### src/rtl/spi_mra_pkg.sv
// types and constants shared by the spi register access core
package spi_mra_pkg;

    localparam int QUEUE_DEPTH = 2;
    localparam int CFG_INDEX_BITS = 2;
    localparam int CFG_DATA_BITS = 16;

    localparam logic [CFG_INDEX_BITS-1:0] CFG_CLOCK_DIVIDER  = 2'd0;
    localparam logic [CFG_INDEX_BITS-1:0] CFG_CLOCK_PHASE    = 2'd1;
    localparam logic [CFG_INDEX_BITS-1:0] CFG_CLOCK_POLARITY = 2'd2;
    localparam logic [CFG_INDEX_BITS-1:0] CFG_DUMMY_BYTE     = 2'd3;

    localparam logic [1:0] ACTION_TICK  = 2'd0;
    localparam logic [1:0] ACTION_READ  = 2'd1;
    localparam logic [1:0] ACTION_WRITE = 2'd2;

    localparam logic [3:0] BITS_PER_BYTE = 4'd8;

    typedef enum logic [1:0] {
        KIND_TICK,
        KIND_READ,
        KIND_WRITE
    } kind_t;

    typedef enum logic [1:0] {
        PH_IDLE,
        PH_ADDR,
        PH_GAP,
        PH_DATA
    } phase_t;

    typedef struct packed {
        logic [1:0]  action;
        logic [1:0]  addr_bytes;
        logic [1:0]  data_bytes;
        logic [15:0] address;
        logic [15:0] write_data;
        logic [15:0] gap_ticks;
        logic        miso;
    } in_t;

    typedef struct packed {
        logic        sclk;
        logic        mosi;
        logic        select_active;
        logic        busy_res;
        logic        done_res;
        logic [15:0] read_data;
    } out_t;

    typedef struct packed {
        kind_t       kind;
        logic [1:0]  addr_n;
        logic [1:0]  data_n;
        logic [15:0] address;
        logic [15:0] wdata;
        logic [15:0] gap;
        logic        miso;
    } cmd_t;

    typedef struct packed {
        logic        is_read;
        logic [1:0]  data_n;
        logic [15:0] address;
        logic [15:0] wdata;
        logic        cpha;
        logic        cpol;
    } req_t;

    typedef struct packed {
        logic [15:0] clock_divider;
        logic        clock_phase;
        logic        clock_polarity;
        logic [7:0]  dummy_byte;
    } cfg_t;

    typedef struct packed {
        logic valid;
    } cmd_ctrl_t;

endpackage

### src/rtl/spi_master_register_access_core.sv
// two register stages: the command queue entry and the output register
// throughput: one transfer per cycle while the output is not stalled, set by the single step serial engine
// a two entry command queue and the output register let each side stall alone
// reset: engine idle, divider register 1, other control registers 0; output data and queue entries not reset
module spi_master_register_access_core
#(
    parameter int DIVIDER_BITS = 16
)
(
    input  logic                                       clk,
    input  logic                                       rst_n,
    input  logic                                       in_valid,
    output logic                                       in_stall,
    input  spi_mra_pkg::in_t                           in_data,
    output logic                                       out_valid,
    input  logic                                       out_stall,
    output spi_mra_pkg::out_t                          out_data,
    input  logic                                       cfg_we,
    input  logic [spi_mra_pkg::CFG_INDEX_BITS-1:0]     cfg_index,
    input  logic [spi_mra_pkg::CFG_DATA_BITS-1:0]      cfg_data
);

    spi_mra_pkg::cfg_t      cfg_reg;
    spi_mra_pkg::cfg_t      cfg_next;
    spi_mra_pkg::cmd_ctrl_t cmd_ctrl;
    spi_mra_pkg::cmd_t      cmd;
    logic                   cmd_pop;

    always_comb
    begin
        cfg_next = cfg_reg;
        if (cfg_we)
        begin
            case (cfg_index)
                spi_mra_pkg::CFG_CLOCK_DIVIDER:  cfg_next.clock_divider  = cfg_data;
                spi_mra_pkg::CFG_CLOCK_PHASE:    cfg_next.clock_phase    = cfg_data[0];
                spi_mra_pkg::CFG_CLOCK_POLARITY: cfg_next.clock_polarity = cfg_data[0];
                spi_mra_pkg::CFG_DUMMY_BYTE:     cfg_next.dummy_byte     = cfg_data[7:0];
                default:
                begin
                end
            endcase
        end
    end

    always_ff @(posedge clk or negedge rst_n)
    begin
        if (!rst_n)
        begin
            cfg_reg.clock_divider  <= 16'd1;
            cfg_reg.clock_phase    <= 1'b0;
            cfg_reg.clock_polarity <= 1'b0;
            cfg_reg.dummy_byte     <= 8'd0;
        end
        else
        begin
            cfg_reg <= cfg_next;
        end
    end

    spi_mra_front u_front
    (
        .clk          (clk),
        .rst_n        (rst_n),
        .in_valid     (in_valid),
        .in_stall     (in_stall),
        .in_data      (in_data),
        .cmd_ctrl_out (cmd_ctrl),
        .cmd_pop      (cmd_pop),
        .cmd          (cmd)
    );

    spi_mra_back
    #(
        .DIVIDER_BITS (DIVIDER_BITS)
    )
    u_back
    (
        .clk       (clk),
        .rst_n     (rst_n),
        .cfg       (cfg_reg),
        .cmd_ctrl  (cmd_ctrl),
        .cmd       (cmd),
        .cmd_pop   (cmd_pop),
        .out_valid (out_valid),
        .out_stall (out_stall),
        .out_data  (out_data)
    );

endmodule

### src/rtl/spi_mra_queue.sv
// two entry command queue between front and back
module spi_mra_queue
(
    input  logic                clk,
    input  logic                rst_n,
    input  logic                push,
    input  spi_mra_pkg::cmd_t   push_data,
    output logic                full,
    output logic                not_empty,
    input  logic                pop,
    output spi_mra_pkg::cmd_t   pop_data
);

    spi_mra_pkg::cmd_t entry_reg [spi_mra_pkg::QUEUE_DEPTH];
    logic       wr_ptr_reg;
    logic       wr_ptr_next;
    logic       rd_ptr_reg;
    logic       rd_ptr_next;
    logic [1:0] count_reg;
    logic [1:0] count_next;
    logic       push_ok;
    logic       pop_ok;

    assign full      = (count_reg == 2'(spi_mra_pkg::QUEUE_DEPTH));
    assign not_empty = (count_reg != 2'd0);
    assign push_ok   = push && !full;
    assign pop_ok    = pop && not_empty;
    assign pop_data  = entry_reg[rd_ptr_reg];

    always_comb
    begin
        wr_ptr_next = push_ok ? ~wr_ptr_reg : wr_ptr_reg;
        rd_ptr_next = pop_ok ? ~rd_ptr_reg : rd_ptr_reg;
        count_next  = count_reg + {1'b0, push_ok} - {1'b0, pop_ok};
    end

    always_ff @(posedge clk or negedge rst_n)
    begin
        if (!rst_n)
        begin
            wr_ptr_reg <= 1'b0;
            rd_ptr_reg <= 1'b0;
            count_reg  <= 2'd0;
        end
        else
        begin
            wr_ptr_reg <= wr_ptr_next;
            rd_ptr_reg <= rd_ptr_next;
            count_reg  <= count_next;
        end
    end

    always_ff @(posedge clk)
    begin
        if (push_ok)
        begin
            entry_reg[wr_ptr_reg] <= push_data;
        end
    end

endmodule

### src/rtl/spi_mra_front.sv
// front end: accepts input transfers, classifies them and queues commands
module spi_mra_front
(
    input  logic                  clk,
    input  logic                  rst_n,
    input  logic                  in_valid,
    output logic                  in_stall,
    input  spi_mra_pkg::in_t      in_data,
    output spi_mra_pkg::cmd_ctrl_t cmd_ctrl_out,
    input  logic                  cmd_pop,
    output spi_mra_pkg::cmd_t     cmd
);

    spi_mra_pkg::cmd_t classified;
    logic              q_full;
    logic              q_not_empty;

    always_comb
    begin
        case (in_data.action)
            spi_mra_pkg::ACTION_READ:  classified.kind = spi_mra_pkg::KIND_READ;
            spi_mra_pkg::ACTION_WRITE: classified.kind = spi_mra_pkg::KIND_WRITE;
            default:                   classified.kind = spi_mra_pkg::KIND_TICK;
        endcase
        classified.addr_n  = (in_data.addr_bytes == 2'd3) ? 2'd2 : in_data.addr_bytes;
        case (in_data.data_bytes)
            2'd0:    classified.data_n = 2'd1;
            2'd3:    classified.data_n = 2'd2;
            default: classified.data_n = in_data.data_bytes;
        endcase
        classified.address = in_data.address;
        classified.wdata   = in_data.write_data;
        classified.gap     = in_data.gap_ticks;
        classified.miso    = in_data.miso;
    end

    assign in_stall = q_full;

    spi_mra_queue u_queue
    (
        .clk       (clk),
        .rst_n     (rst_n),
        .push      (in_valid),
        .push_data (classified),
        .full      (q_full),
        .not_empty (q_not_empty),
        .pop       (cmd_pop),
        .pop_data  (cmd)
    );

    assign cmd_ctrl_out.valid = q_not_empty;

endmodule

### src/rtl/spi_mra_back.sv
// back end: serial engine that carries out queued commands, one per cycle while the output is not stalled
module spi_mra_back
#(
    parameter int DIVIDER_BITS = 16
)
(
    input  logic                   clk,
    input  logic                   rst_n,
    input  spi_mra_pkg::cfg_t      cfg,
    input  spi_mra_pkg::cmd_ctrl_t cmd_ctrl,
    input  spi_mra_pkg::cmd_t      cmd,
    output logic                   cmd_pop,
    output logic                   out_valid,
    input  logic                   out_stall,
    output spi_mra_pkg::out_t      out_data
);

    localparam int EXT_BITS = (DIVIDER_BITS > 16) ? DIVIDER_BITS : 16;

    function automatic logic [7:0] pick_byte(input logic is_addr, input logic [1:0] left,
                                             input spi_mra_pkg::req_t rq,
                                             input logic [7:0] dummy);
        logic [7:0] b;
        if (is_addr)
            b = (left == 2'd2) ? rq.address[15:8] : rq.address[7:0];
        else if (rq.is_read)
            b = dummy;
        else
            b = (left == 2'd2) ? rq.wdata[15:8] : rq.wdata[7:0];
        return b;
    endfunction

    spi_mra_pkg::phase_t    phase_reg, phase_next;
    spi_mra_pkg::req_t      req_reg, req_next;
    logic [7:0]             out_shift_reg, out_shift_next;
    logic [15:0]            in_shift_reg, in_shift_next;
    logic [3:0]             bit_index_reg, bit_index_next;
    logic [1:0]             bytes_left_reg, bytes_left_next;
    logic [DIVIDER_BITS-1:0] div_count_reg, div_count_next;
    logic [15:0]            gap_reg, gap_next;
    logic                   clock_level_reg, clock_level_next;
    logic                   out_valid_reg, out_valid_next;
    spi_mra_pkg::out_t      out_data_reg, out_data_next;
    logic                   done;
    logic [EXT_BITS-1:0]    div_ext;
    logic [DIVIDER_BITS-1:0] div_eff;
    logic [DIVIDER_BITS-1:0] div_cnt;
    logic                   active;
    logic [3:0]             bit_inc;
    logic [1:0]             bytes_dec;
    logic [15:0]            gap_dec;

    assign cmd_pop = cmd_ctrl.valid && (!out_valid_reg || !out_stall);

    assign div_ext = EXT_BITS'(cfg.clock_divider);
    assign div_eff = (div_ext[DIVIDER_BITS-1:0] == '0) ? DIVIDER_BITS'(1)
                                                        : div_ext[DIVIDER_BITS-1:0];
    assign div_cnt = div_count_reg + DIVIDER_BITS'(1);
    assign bit_inc = bit_index_reg + 4'd1;
    assign bytes_dec = (bytes_left_reg != 2'd0) ? bytes_left_reg - 2'd1 : bytes_left_reg;
    assign gap_dec = (gap_reg != 16'd0) ? gap_reg - 16'd1 : gap_reg;

    // next state
    always_comb
    begin
        phase_next       = phase_reg;
        req_next         = req_reg;
        out_shift_next   = out_shift_reg;
        in_shift_next    = in_shift_reg;
        bit_index_next   = bit_index_reg;
        bytes_left_next  = bytes_left_reg;
        div_count_next   = div_count_reg;
        gap_next         = gap_reg;
        clock_level_next = clock_level_reg;
        done             = 1'b0;
        if (cmd_pop)
        begin
            case (cmd.kind)
                spi_mra_pkg::KIND_READ, spi_mra_pkg::KIND_WRITE:
                begin
                    if (phase_reg == spi_mra_pkg::PH_IDLE)
                    begin
                        req_next.is_read = (cmd.kind == spi_mra_pkg::KIND_READ);
                        req_next.data_n  = cmd.data_n;
                        req_next.address = cmd.address;
                        req_next.wdata   = cmd.wdata;
                        req_next.cpha    = cfg.clock_phase;
                        req_next.cpol    = cfg.clock_polarity;
                        gap_next         = cmd.gap;
                        in_shift_next    = '0;
                        out_shift_next   = '0;
                        bit_index_next   = '0;
                        div_count_next   = '0;
                        clock_level_next = cfg.clock_polarity;
                        if (cmd.addr_n != 2'd0)
                        begin
                            phase_next      = spi_mra_pkg::PH_ADDR;
                            bytes_left_next = cmd.addr_n;
                            out_shift_next  = pick_byte(1'b1, cmd.addr_n, req_next,
                                                        cfg.dummy_byte);
                        end
                        else if (cmd.gap != 16'd0)
                        begin
                            phase_next = spi_mra_pkg::PH_GAP;
                        end
                        else
                        begin
                            phase_next      = spi_mra_pkg::PH_DATA;
                            bytes_left_next = cmd.data_n;
                            out_shift_next  = pick_byte(1'b0, cmd.data_n, req_next,
                                                        cfg.dummy_byte);
                        end
                    end
                end
                default:
                begin
                    case (phase_reg)
                        spi_mra_pkg::PH_ADDR, spi_mra_pkg::PH_DATA:
                        begin
                            if (div_cnt < div_eff)
                            begin
                                div_count_next = div_cnt;
                            end
                            else
                            begin
                                div_count_next   = '0;
                                clock_level_next = ~clock_level_reg;
                                if (clock_level_reg == req_reg.cpol)
                                begin
                                    // leading edge
                                    if (req_reg.cpha)
                                    begin
                                        if (phase_reg == spi_mra_pkg::PH_DATA)
                                            in_shift_next = {in_shift_reg[14:0], cmd.miso};
                                    end
                                    else if (bit_index_reg != 4'd0)
                                    begin
                                        out_shift_next = {out_shift_reg[6:0], 1'b0};
                                    end
                                end
                                else
                                begin
                                    // trailing edge
                                    if (req_reg.cpha)
                                        out_shift_next = {out_shift_reg[6:0], 1'b0};
                                    else if (phase_reg == spi_mra_pkg::PH_DATA)
                                        in_shift_next = {in_shift_reg[14:0], cmd.miso};
                                    bit_index_next = bit_inc;
                                    if (bit_inc >= spi_mra_pkg::BITS_PER_BYTE)
                                    begin
                                        bit_index_next  = '0;
                                        bytes_left_next = bytes_dec;
                                        if (bytes_dec != 2'd0)
                                        begin
                                            out_shift_next = pick_byte(
                                                phase_reg == spi_mra_pkg::PH_ADDR,
                                                bytes_dec, req_reg, cfg.dummy_byte);
                                            clock_level_next = req_reg.cpol;
                                        end
                                        else if (phase_reg == spi_mra_pkg::PH_ADDR)
                                        begin
                                            if (gap_reg != 16'd0)
                                            begin
                                                phase_next = spi_mra_pkg::PH_GAP;
                                            end
                                            else
                                            begin
                                                phase_next       = spi_mra_pkg::PH_DATA;
                                                bytes_left_next  = req_reg.data_n;
                                                in_shift_next    = '0;
                                                out_shift_next   = pick_byte(1'b0,
                                                    req_reg.data_n, req_reg, cfg.dummy_byte);
                                                clock_level_next = req_reg.cpol;
                                            end
                                        end
                                        else
                                        begin
                                            phase_next = spi_mra_pkg::PH_IDLE;
                                            done       = 1'b1;
                                        end
                                    end
                                end
                            end
                        end
                        spi_mra_pkg::PH_GAP:
                        begin
                            gap_next = gap_dec;
                            if (gap_dec == 16'd0)
                            begin
                                phase_next       = spi_mra_pkg::PH_DATA;
                                bytes_left_next  = req_reg.data_n;
                                in_shift_next    = '0;
                                out_shift_next   = pick_byte(1'b0, req_reg.data_n, req_reg,
                                                             cfg.dummy_byte);
                                bit_index_next   = '0;
                                div_count_next   = '0;
                                clock_level_next = req_reg.cpol;
                            end
                        end
                        default:
                        begin
                        end
                    endcase
                end
            endcase
        end
    end

    // outputs
    always_comb
    begin
        active = (phase_next != spi_mra_pkg::PH_IDLE);
        out_data_next.sclk          = active ? clock_level_next : cfg.clock_polarity;
        out_data_next.mosi          = active ? out_shift_next[7] : 1'b0;
        out_data_next.select_active = active;
        out_data_next.busy_res      = active;
        out_data_next.done_res      = done;
        out_data_next.read_data     = done ? in_shift_next : 16'd0;
        if (cmd_pop)
            out_valid_next = 1'b1;
        else if (!out_stall)
            out_valid_next = 1'b0;
        else
            out_valid_next = out_valid_reg;
    end

    always_ff @(posedge clk or negedge rst_n)
    begin
        if (!rst_n)
        begin
            phase_reg       <= spi_mra_pkg::PH_IDLE;
            req_reg         <= '0;
            out_shift_reg   <= '0;
            in_shift_reg    <= '0;
            bit_index_reg   <= '0;
            bytes_left_reg  <= '0;
            div_count_reg   <= '0;
            gap_reg         <= '0;
            clock_level_reg <= 1'b0;
            out_valid_reg   <= 1'b0;
        end
        else
        begin
            phase_reg       <= phase_next;
            req_reg         <= req_next;
            out_shift_reg   <= out_shift_next;
            in_shift_reg    <= in_shift_next;
            bit_index_reg   <= bit_index_next;
            bytes_left_reg  <= bytes_left_next;
            div_count_reg   <= div_count_next;
            gap_reg         <= gap_next;
            clock_level_reg <= clock_level_next;
            out_valid_reg   <= out_valid_next;
        end
    end

    always_ff @(posedge clk)
    begin
        if (cmd_pop)
        begin
            out_data_reg <= out_data_next;
        end
    end

    assign out_valid = out_valid_reg;
    assign out_data  = out_data_reg;

endmodule
### config.mk
export PLATFORM = sky130hd
export DESIGN_NAME = spi_master_register_access_core
export DESIGN_NICKNAME = d
export VERILOG_FILES = /design/src/rtl/spi_mra_pkg.sv /design/src/rtl/spi_master_register_access_core.sv /design/src/rtl/spi_mra_queue.sv /design/src/rtl/spi_mra_front.sv /design/src/rtl/spi_mra_back.sv
export SDC_FILE = /design/constraint.sdc
export NUM_CORES = 1
export LEC_CHECK = 0
export BUFFER_PORTS_ARGS = -buffer_cell sky130_fd_sc_hd__buf_2
export CAP_MARGIN = 20
export CORE_MARGIN = 2
export CORE_UTILIZATION = 50
export CTS_CLUSTER_SIZE = 16
export DETAILED_ROUTE_END_ITERATION = 10
export GPL_ROUTABILITY_DRIVEN = 0
export PLACE_DENSITY_LB_ADDON = 0.05
export SLEW_MARGIN = 10
export SYNTH_ARGS = -nofsm -noshare
export SYNTH_HDL_FRONTEND = slang
export SYNTH_SLANG_ARGS = --single-unit
### constraint.sdc
create_clock -name clk -period 5.2 [get_ports clk]
set_clock_uncertainty 0.2 [all_clocks]
set_input_delay 0.78 -clock clk [delete_from_list [all_inputs] [get_ports clk]]
set_output_delay 0.78 -clock clk [all_outputs]
set_load 0.02 [all_outputs]
==> results of run 1 <==
==> worst max-delay path, stage by stage (launching register included) <==
cell and delay [ns]:
sky130_fd_sc_hd__dfrtp_1 0.43, sky130_fd_sc_hd__ha_1 0.26, sky130_fd_sc_hd__nand3_1 0.13, sky130_fd_sc_hd__nor2_1 0.26, sky130_fd_sc_hd__and3_1 0.33, sky130_fd_sc_hd__nand3_1 0.12
sky130_fd_sc_hd__xnor2_1 0.17, sky130_fd_sc_hd__ha_1 0.31, sky130_fd_sc_hd__nand4_1 0.14, sky130_fd_sc_hd__nor4_1 0.29, sky130_fd_sc_hd__o221ai_1 0.17, sky130_fd_sc_hd__and3_1 0.33
sky130_fd_sc_hd__nor2_1 0.31, sky130_fd_sc_hd__nor2_1 0.13, sky130_fd_sc_hd__nor3_1 0.36, sky130_fd_sc_hd__mux2_2 0.38
==> cell type report <==
class,count,share of cell area
Clock buffer,38,0.05250
Clock inverter,18,0.01078
Timing Repair Buffer,123,0.04399
Inverter,53,0.01288
Tap cell,341,0.02763
Sequential cell,263,0.4686
Multi-Input combinational cell,881,0.3836
==> power by group through the flow <==
stage	clock network [µW]	registers, µW	logic [µW]
CTS	2090	2790	2030
finish	2050	2790	2030
detailed placement	0	2830	2020
global placement	0	2810	2010
global route	2180	2830	2230
floorplan	0	2810	1370
==> worst max path at each step <==
stage	slack [ns]	from	depth (start not counted)	to
final	0.76	u_back.div_count_reg[0]$_DFFE_PN0P_	15	u_back.bytes_left_reg[1]$_DFFE_PN0P_
after detailed placement	0.83	u_back.div_count_reg[0]$_DFFE_PN0P_	15	u_back.out_data[20]$_DFFE_PP_
after global routing	0.39	u_back.div_count_reg[0]$_DFFE_PN0P_	15	u_back.bytes_left_reg[1]$_DFFE_PN0P_
after floorplan	0.78	u_front.u_queue.rd_ptr_reg$_DFFE_PN0P_	13	u_back.req_reg[20]$_DFFE_PN0P_
after global placement	0.95	u_back.div_count_reg[0]$_DFFE_PN0P_	15	u_back.out_data[20]$_DFFE_PP_
after CTS	0.80	u_back.div_count_reg[0]$_DFFE_PN0P_	15	u_back.out_data[20]$_DFFE_PP_
==> logic make-up after synthesis <==
| kind of cell | count (synthesis) | share of synthesized area |
|---|---|---|
| adder cells (fa/ha/maj) | 24 | 0.02200 |
| AND/OR/NAND/NOR | 395 | 0.1451 |
| flip-flops | 263 | 0.5300 |
| XOR/XNOR | 22 | 0.01412 |
| buffers and inverters | 127 | 0.03796 |
| AO/OA/AOI/OAI | 317 | 0.1551 |
| multiplexers | 123 | 0.09563 |
==> placed cells by master (no fill, tap or decap), types with 7 or more instances in the layout <==
cell type,instances
sky130_fd_sc_hd__a211oi_1,13
sky130_fd_sc_hd__o22ai_1,7
sky130_fd_sc_hd__mux2_2,57
sky130_fd_sc_hd__and3_1,14
sky130_fd_sc_hd__o21ai_0,86
sky130_fd_sc_hd__nor2b_1,14
sky130_fd_sc_hd__nor2_1,90
sky130_fd_sc_hd__clkbuf_16,30
sky130_fd_sc_hd__nand3_1,33
sky130_fd_sc_hd__nand2b_1,16
sky130_fd_sc_hd__mux2i_1,64
sky130_fd_sc_hd__a21oi_1,77
sky130_fd_sc_hd__a221oi_1,14
sky130_fd_sc_hd__buf_2,99
sky130_fd_sc_hd__inv_1,51
sky130_fd_sc_hd__a22o_1,16
sky130_fd_sc_hd__dfrtp_1,131
sky130_fd_sc_hd__and2_1,16
sky130_fd_sc_hd__clkinv_1,8
sky130_fd_sc_hd__nor4_1,15
sky130_fd_sc_hd__nand2_1,117
sky130_fd_sc_hd__nor3_1,35
sky130_fd_sc_hd__a31oi_1,10
sky130_fd_sc_hd__edfxtp_1,130
sky130_fd_sc_hd__nand4_1,7
sky130_fd_sc_hd__buf_4,23
sky130_fd_sc_hd__xnor2_1,12
sky130_fd_sc_hd__a22oi_1,14
sky130_fd_sc_hd__ha_1,24
sky130_fd_sc_hd__a222oi_1,7
sky130_fd_sc_hd__or3_1,13
sky130_fd_sc_hd__xor2_1,9
==> metrics by stage <==
step | setup slack (ns) | std cells | instance area, µm² | power [µW] | hold slack, ns
after floorplan | 0.7785 | 1271 | 13650 | 4182 | 0.2608
after global placement | 0.9494 | 1660 | 14460 | 4823 | 0.2906
after detailed placement | 0.8328 | 1660 | 14460 | 4842 | 0.2955
after CTS | 0.7956 | 1716 | 15440 | 6912 | 0.08312
after global routing | 0.3898 | 1717 | 15440 | 7239 | 0.1177
final | 0.7573 | 1717 | 15440 | 6868 | 0.04212
==> layer usage <==
layer / vias up / GRT usage / routed length (µm)
li1: 4885 / - / -
met1: 4931 / 0.3437 / 15740
met2: 289 / 0.3592 / 14870
met3: 41 / 0.03685 / 1794
met4: 0 / 0.05091 / 629
met5: - / 0 / 0
==> flow_metrics.env, run 1 <==
export IMPL_timing_worst_slew_pin_value_ns=0.9629
export IMPL_die_width_um=169.2
export IMPL_crit_type="reg2reg"
export IMPL_detail_route_drc_violations=0
export IMPL_p_int_uw=4499
export IMPL_first_pass_grt_wire_length_mm=52.76
export IMPL_starting_utilization_of_the_core_area=0.5078
export IMPL_postSynthRegisterBits=263
export IMPL_clock_sink_count=263
export IMPL_final_nets=1454
export IMPL_worst_skew_pair_late_latency_ns=0.57
export IMPL_cts_buffers=30
export IMPL_cts_tree="built"
export IMPL_ys_seq_area_frac=0.5300
export IMPL_antennaDiodeCount=0
export IMPL_synth_top_area_frac=0.2861
export IMPL_synth_largest_area_cell="sky130_fd_sc_hd__edfxtp_1"
export IMPL_drt_antenna_violating_nets=0
export IMPL_largest_reg_flops=110
export IMPL_drt_pass1_iterations=6
export IMPL_endpoints_failing_hold=0
export IMPL_cp_data_required_time_ns=5.45
export IMPL_timing_rr_end="u_back.bytes_left_reg[1]$_DFFE_PN0P_"
export IMPL_pwr_share_seq=0.406
export IMPL_post_cts_resized=0
export IMPL_route_detailed_vias_per_inst=5.909
export IMPL_clockPowerShare=0.298
export IMPL_timing_reg2reg_worst_path_depth=15
export IMPL_cts_setup_buffers=0
export IMPL_share_of_layout_cells_above_drive_strength_1=0.1846
export IMPL_report_final_slew_viol_count=0
export IMPL_ys_warn_count=0
export IMPL_critPathLaunchType="register"
export IMPL_wl_per_cell_um=19.24
export IMPL_maximum_number_of_pins_on_one_net_before_global_route_repair=74
export IMPL_die_h_um=169.2
export IMPL_finalCriticalPeriod_ns=4.443
export IMPL_grt_remaining_overflow=0
export IMPL_cts_path_max_buffers=3
export IMPL_cts_hold_fix_buffers=0
export IMPL_synth_top_flop_cell="sky130_fd_sc_hd__dfrtp_1"
export IMPL_floorplan_die_area_mm2=0.02863
export IMPL_cts_htree_levels=1
export IMPL_fill_cells=2348
export IMPL_syn_area_per_cell_um2=10.74
export IMPL_rsz0062_at_grt="no"
export IMPL_worstPathArrival_ns=4.69
export IMPL_mappedNetlistNets=1373
export IMPL_place_hpwl_mm=23.18
export IMPL_async_flop_share=0.5057
export IMPL_syn_to_final_growth_pct=13.17
export IMPL_comb_power_share=0.296
export IMPL_syn_inst=1271
export IMPL_setup_viol_count_final=0
export IMPL_synthTopCellsByArea="sky130_fd_sc_hd__edfxtp_1, sky130_fd_sc_hd__dfrtp_1, sky130_fd_sc_hd__mux2_2, sky130_fd_sc_hd__mux2i_1, sky130_fd_sc_hd__nand2_1"
export IMPL_top_level_ports=101
export IMPL_min_period_over_period=0.8544
export IMPL_synth_common_cells="sky130_fd_sc_hd__dfrtp_1, sky130_fd_sc_hd__edfxtp_1, sky130_fd_sc_hd__nand2_1"
export IMPL_yosys_cell_count_top_type="sky130_fd_sc_hd__dfrtp_1"
export IMPL_switching_part_of_the_total=0.3450
export IMPL_fmaxAchievable_mhz=225.1
export IMPL_antenna_found_initial=0
export IMPL_grt_util_all_layers=0.2311
export IMPL_cts_root_buf="sky130_fd_sc_hd__clkbuf_16"
export IMPL_p_sw_uw=2369
export IMPL_grt_pass1_vias=9602
export IMPL_outcome="complete, no violations"
export IMPL_utilization=0.5746
export IMPL_rows=60
export IMPL_crit_path_end_kind="register"
export IMPL_regToRegSetupSlack_ns=0.76
export IMPL_ir_drop_v=0.0003651
export IMPL_synth_edff_count=130
export IMPL_worstReg2RegStart="u_back.div_count_reg[0]$_DFFE_PN0P_"
export IMPL_pwr_density_cell_mw_per_mm2=444.7
export IMPL_netlist_cell_type_count=79
export IMPL_syn_cell_area_mm2=0.01365
export IMPL_critPathMaxFanout=8
export IMPL_max_cap_viol_count=0
export IMPL_route_vias_total=10146
export IMPL_multi_input_area_mm2=0.005924
export IMPL_setup_tns_ns=0
export IMPL_worstHoldPathType="in2async"
export IMPL_portBuffers=100
export IMPL_max_slew_margin_rel=0.3415
export IMPL_drtIter0Drc=1028
export IMPL_regArea_mm2=0.007237
export IMPL_path_clk_slew_ns=0.06
export IMPL_core_outline_area_mm2=0.02688
export IMPL_route_final_wire_length_mm=33.03
export IMPL_power_static_leakage_uw=0.006398
No activity file was read; power rests on OpenSTA's default activity.
==> run 2: changes to the inputs <==
REMOVE_ABC_BUFFERS = 1   (was not set)
==> flow_metrics.env, run 2 (synthesized netlist as in run 1, its figures left out) <==
export IMPL_outcome="complete, no violations"
export IMPL_ir_drop_v=0.0002967
export IMPL_setup_ws_pre_cts_ns=0.5977
export IMPL_antenna_found_initial=0
export IMPL_cp_data_required_time_ns=5.30
export IMPL_setup_tns_ns=0
export IMPL_die_width_um=169.2
export IMPL_syn_to_final_growth_pct=12.77
export IMPL_comb_power_share=0.292
export IMPL_p_int_uw=4459
export IMPL_clock_sink_count=263
export IMPL_route_final_wire_length_mm=32.79
export IMPL_finalCriticalPeriod_ns=4.562
export IMPL_cts_root_buf="sky130_fd_sc_hd__clkbuf_16"
export IMPL_place_hpwl_mm=22.56
export IMPL_rows=60
export IMPL_route_detailed_vias_per_inst=5.944
export IMPL_timing_critical_path_cells="ha_1 > nand3_1 > nor2_1 > and3_1 > nand3_1 > xnor2_1 > ha_1 > nand4_1 > nor4_1 > o221ai_1 > and3_1 > nor2_1 > a21o_1 > and3_1 > mux2_1"
export IMPL_clockPowerShare=0.296
export IMPL_rsz0062_at_grt="no"
export IMPL_wl_per_cell_um=19.16
export IMPL_regArea_mm2=0.007237
export IMPL_multi_input_area_mm2=0.005924
export IMPL_die_h_um=169.2
export IMPL_starting_utilization_of_the_core_area=0.5078
export IMPL_power_static_leakage_uw=0.006370
export IMPL_max_cap_viol_count=0
export IMPL_fill_cells=2345
export IMPL_portBuffers=100
export IMPL_timing_worst_slew_pin_value_ns=1.009
export IMPL_fin_worst_hold_slack_ns=0.1101
export IMPL_cts_hold_fix_buffers=0
export IMPL_fmaxAchievable_mhz=219.2
export IMPL_core_outline_area_mm2=0.02688
export IMPL_antennaDiodeCount=0
export IMPL_cts_htree_levels=1
export IMPL_cts_path_max_buffers=3
export IMPL_pwr_share_seq=0.412
export IMPL_final_nets=1449
export IMPL_critPathLaunchType="register"
export IMPL_switching_part_of_the_total=0.3469
export IMPL_setup_viol_count_final=0
export IMPL_worst_skew_pair_late_latency_ns=0.57
export IMPL_grt_pass1_vias=9628
export IMPL_drt_pass1_iterations=6
export IMPL_worstPathArrival_ns=4.67
export IMPL_largest_reg_flops=110
export IMPL_cts_tree="built"
export IMPL_grt_remaining_overflow=0
export IMPL_drtIter0Drc=959
export IMPL_max_slew_margin_rel=0.3101
export IMPL_crit_type="reg2reg"
export IMPL_floorplan_die_area_mm2=0.02863
export IMPL_share_of_layout_cells_above_drive_strength_1=0.1832
export IMPL_maximum_number_of_pins_on_one_net_before_global_route_repair=96
export IMPL_grt_util_all_layers=0.2311
export IMPL_drt_antenna_violating_nets=0
export IMPL_critical_path_max_stage_delay_ns=0.41
export IMPL_slowest_stage="sky130_fd_sc_hd__dfrtp_1"
export IMPL_critPathMaxFanout=8
export IMPL_setup_ws_ns=0.6378
export IMPL_min_period_over_period=0.8773
export IMPL_cts_setup_buffers=0
export IMPL_cpMostUsedCell="sky130_fd_sc_hd__and3_1"
export IMPL_detail_route_drc_violations=0
export IMPL_top_level_ports=101
export IMPL_post_cts_resized=0
export IMPL_endpoints_failing_hold=0
export IMPL_first_pass_grt_wire_length_mm=52.83
export IMPL_p_sw_uw=2368
export IMPL_worstHoldPathType="in2async"
export IMPL_route_vias_total=10171
export IMPL_crit_path_end_kind="register"
export IMPL_most_common_layout_cells="sky130_fd_sc_hd__dfrtp_1, sky130_fd_sc_hd__edfxtp_1, sky130_fd_sc_hd__nand2_1"
export IMPL_cts_buffers=29
export IMPL_report_final_slew_viol_count=0
export IMPL_mostFrequentLayoutCell="sky130_fd_sc_hd__dfrtp_1"
export IMPL_path_clk_slew_ns=0.06
export IMPL_pwr_density_cell_mw_per_mm2=443.6
run 2: critical path, delay by kind of cell (launching register included):
family          cells  cell delay (ns)
mux                 1             0.33
simple gates        9             2.25
xor+xnor            1             0.18
fa+ha+maj           2             0.56
flops               1             0.41
compound gates      2             0.37
run 2: layout make-up:
type	count	area share
clock inverters	16	0.009837
multi-input cells	881	0.3850
flip-flops and latches	263	0.4702
clock buffers	38	0.05130
repair buffers	119	0.04301
inverters	53	0.01293
well taps	341	0.02772
run 2: final timing paths:
path | start | to | slack [ns] | depth (start not counted)
setup reg to reg | u_back.div_count_reg[0]$_DFFE_PN0P_ | u_back.out_data[20]$_DFFE_PP_ | 0.64 | 15
hold reg to reg | u_back.out_valid$_DFFE_PN0P_ | u_back.out_valid$_DFFE_PN0P_ | 0.30 | 2
min in group clk | in_data[32] | u_front.u_queue.entry_reg[1][32]$_DFFE_PP_ | 0.20 | 1
hold / removal | rst_n | u_back.in_shift_reg[7]$_DFF_PN0_ | 0.11 | 1
max in group asynchronous | rst_n | cfg_reg[3]$_DFFE_PN0P_ | 3.57 | 2
setup / recovery | u_back.div_count_reg[0]$_DFFE_PN0P_ | u_back.out_data[20]$_DFFE_PP_ | 0.64 | 15
run 2: layer usage:
| layer | vias up | part of all wire | global-route usage |
|---|---|---|---|
| met4 | 0 | 0.024 | 0.06057 |
| met1 | 4924 | 0.48 | 0.3528 |
| met2 | 332 | 0.44 | 0.3482 |
| li1 | 4867 | - | - |
| met5 | - | 0 | 0 |
| met3 | 48 | 0.056 | 0.03148 |
run 2: stage by stage:
step                      cells    util  power [µW]  area, µm²
after floorplan            1197       -        4155      13330
after global placement     1655  0.5366        4814      14420
after detailed placement   1655  0.5366        4833      14420
after CTS                  1709  0.5716        6881      15360
after global routing       1711  0.5726        7200      15390
final                      1711  0.5726        6827      15390
run 2: power by group through the flow:
stage | clock network (µW) | logic [µW] | registers, µW
2_1_floorplan | 0 | 1240 | 2910
3_3_place_gp | 0 | 1970 | 2840
3_5_place_dp | 0 | 1980 | 2850
4_1_cts | 2080 | 1990 | 2810
5_1_grt | 2150 | 2200 | 2850
6_report | 2020 | 2000 | 2810
==> run 3: changes to the inputs <==
BUFFER_PORTS_ARGS = not set   (was -buffer_cell sky130_fd_sc_hd__buf_2)
CELL_PAD_IN_SITES_DETAIL_PLACEMENT = 1   (was not set)
CELL_PAD_IN_SITES_GLOBAL_PLACEMENT = 2   (was not set)
CORE_UTILIZATION = 43   (was 50)
DONT_BUFFER_PORTS = 1   (was not set)
==> flow_metrics.env, run 3 (synthesized netlist as in run 1, its figures left out) <==
export IMPL_die_h_um=182.2
export IMPL_postPlaceCellArea_mm2=0.01404
export IMPL_portBuffers=0
export IMPL_setup_viol_count_final=0
export IMPL_detail_route_drc_violations=0
export IMPL_first_pass_grt_wire_length_mm=58.62
export IMPL_setup_tns_ns=0
export IMPL_power_static_leakage_uw=0.006002
export IMPL_route_final_wire_length_mm=36.84
export IMPL_worst_skew_pair_late_latency_ns=0.58
export IMPL_outcome="complete, no violations"
export IMPL_timing_critical_path_cells="ha_1 > nand3_1 > nor2_1 > and3_1 > nand3_1 > xnor2_1 > ha_1 > nand4_1 > nor4_1 > o221ai_1 > and3_1 > nor2_1 > a21o_1 > and3_1 > mux2_1"
export IMPL_totalPowerFinal_uw=6908
export IMPL_cts_buffers=30
export IMPL_maximum_number_of_pins_on_one_net_before_global_route_repair=134
export IMPL_antenna_found_initial=1
export IMPL_route_vias_total=9892
export IMPL_clock_sink_count=263
export IMPL_cts_setup_buffers=0
export IMPL_grt_pass1_vias=10236
export IMPL_grt_util_all_layers=0.2237
export IMPL_path_clk_slew_ns=0.06
export IMPL_final_non_filler_cell_area_mm2=0.01504
export IMPL_max_cap_viol_count=0
export IMPL_top_level_ports=101
export IMPL_post_cts_resized=0
export IMPL_place_hpwl_mm=26.03
export IMPL_min_period_over_period=0.8883
export IMPL_rsz0062_at_grt="no"
export IMPL_cp_data_required_time_ns=5.29
export IMPL_wl_per_cell_um=21.94
export IMPL_final_nets=1355
export IMPL_floorplan_die_area_mm2=0.03318
export IMPL_finalCriticalPeriod_ns=4.619
export IMPL_drt_antenna_violating_nets=0
export IMPL_critPathMaxFanout=8
export IMPL_most_common_layout_cells="sky130_fd_sc_hd__dfrtp_1, sky130_fd_sc_hd__edfxtp_1, sky130_fd_sc_hd__nand2_1"
export IMPL_pwr_density_cell_mw_per_mm2=459.3
export IMPL_cpMostUsedCell="sky130_fd_sc_hd__and3_1"
export IMPL_drt_pass1_iterations=7
export IMPL_worstPathArrival_ns=4.71
export IMPL_drtIter0Drc=675
export IMPL_fin_worst_hold_slack_ns=0.01201
export IMPL_syn_to_final_growth_pct=10.20
export IMPL_cts_path_max_buffers=3
export IMPL_report_final_slew_viol_count=0
export IMPL_largest_reg_flops=110
export IMPL_die_width_um=182.2
export IMPL_fill_cells=3381
export IMPL_cts_root_buf="sky130_fd_sc_hd__clkbuf_16"
export IMPL_critPathLaunchType="register"
export IMPL_crit_path_end_kind="register"
export IMPL_rows=65
export IMPL_fmaxAchievable_mhz=216.5
export IMPL_cts_htree_levels=1
export IMPL_ir_drop_v=0.0002989
export IMPL_setup_ws_ns=0.5810
export IMPL_crit_type="reg2reg"
export IMPL_cts_tree="built"
export IMPL_slowest_stage="sky130_fd_sc_hd__dfrtp_1"
export IMPL_max_slew_margin_rel=0.3600
export IMPL_core_outline_area_mm2=0.03139
export IMPL_endpoints_failing_hold=0
export IMPL_setup_ws_pre_cts_ns=0.5814
export IMPL_grt_remaining_overflow=0
export IMPL_mostFrequentLayoutCell="sky130_fd_sc_hd__dfrtp_1"
export IMPL_timing_worst_slew_pin_value_ns=0.9564
export IMPL_starting_utilization_of_the_core_area=0.4347
export IMPL_route_detailed_vias_per_inst=5.892
export IMPL_share_of_layout_cells_above_drive_strength_1=0.1198
export IMPL_critical_path_max_stage_delay_ns=0.42
export IMPL_worstHoldPathType="in2async"
export IMPL_antennaDiodeCount=0
-- run 3: cell types whose count changed in the layout (fill, tap and decap cells not counted), sizes merged --
cell / change
buf: -95
clkbuf: +2
bufinv: +1
clkinv: -1
-- run 3: power breakdown --
part	switching (µW)	internal (µW)
clock	859	1230
combinational	1300	668
sequential	263	2590
total	2420	4490
-- run 3: worst paths after layout --
check                                                     from                                          to  slack [ns]  depth (start not counted)
setup / recovery           u_back.div_count_reg[0]$_DFFE_PN0P_               u_back.out_data[20]$_DFFE_PP_        0.58                         15
hold / removal                                           rst_n            u_back.in_shift_reg[5]$_DFF_PN0_        0.01                          1
setup reg to reg           u_back.div_count_reg[0]$_DFFE_PN0P_               u_back.out_data[20]$_DFFE_PP_        0.58                         15
hold reg to reg                 u_back.req_reg[18]$_DFFE_PN0P_              u_back.req_reg[18]$_DFFE_PN0P_        0.31                          1
max in group asynchronous                                rst_n      u_front.u_queue.rd_ptr_reg$_DFFE_PN0P_        4.22                          1
min in group clk                                   in_data[17]  u_front.u_queue.entry_reg[0][17]$_DFFE_PP_        0.10                          0
-- run 3: per-layer routing --
metal	share of wire	global-route usage
met5	0.00035	0
met2	0.45	0.3487
met3	0.042	0.03612
met4	0.022	0.05548
met1	0.48	0.3270
-- run 3: area by class of cell --
type	count	area (µm²)	area share
clock inverters	16	172.7	0.01148
repair buffers	24	200.2	0.01331
well taps	402	503.0	0.03344
multi-input cells	881	5929	0.3943
clock buffers	40	798.3	0.05308
inverters	53	198.9	0.01323
flip-flops and latches	263	7237	0.4812
-- run 3: worst max-delay path, delay by kind of cell, from the launching register on --
family	cells	cell delay, ns
AOI/OAI and AO/OA	2	0.38
xor gates and xnor gates	1	0.17
adders and majority gates	2	0.57
DFF	1	0.42
muxes	1	0.35
and+or+nand+nor	9	2.28
-- run 3: metrics by stage --
stage / utilization / cells
after global routing: 0.4791 / 1679
after floorplan: - / 1197
final: 0.4791 / 1679
after detailed placement: 0.4473 / 1622
after CTS: 0.4791 / 1679
after global placement: 0.4473 / 1622
-- run 3: what timing repair did --
action                                  4_1_cts  5_1_grt
endpoints found under the setup margin        0        0
endpoints found under the hold margin       133        0
hold buffers                                  1        0
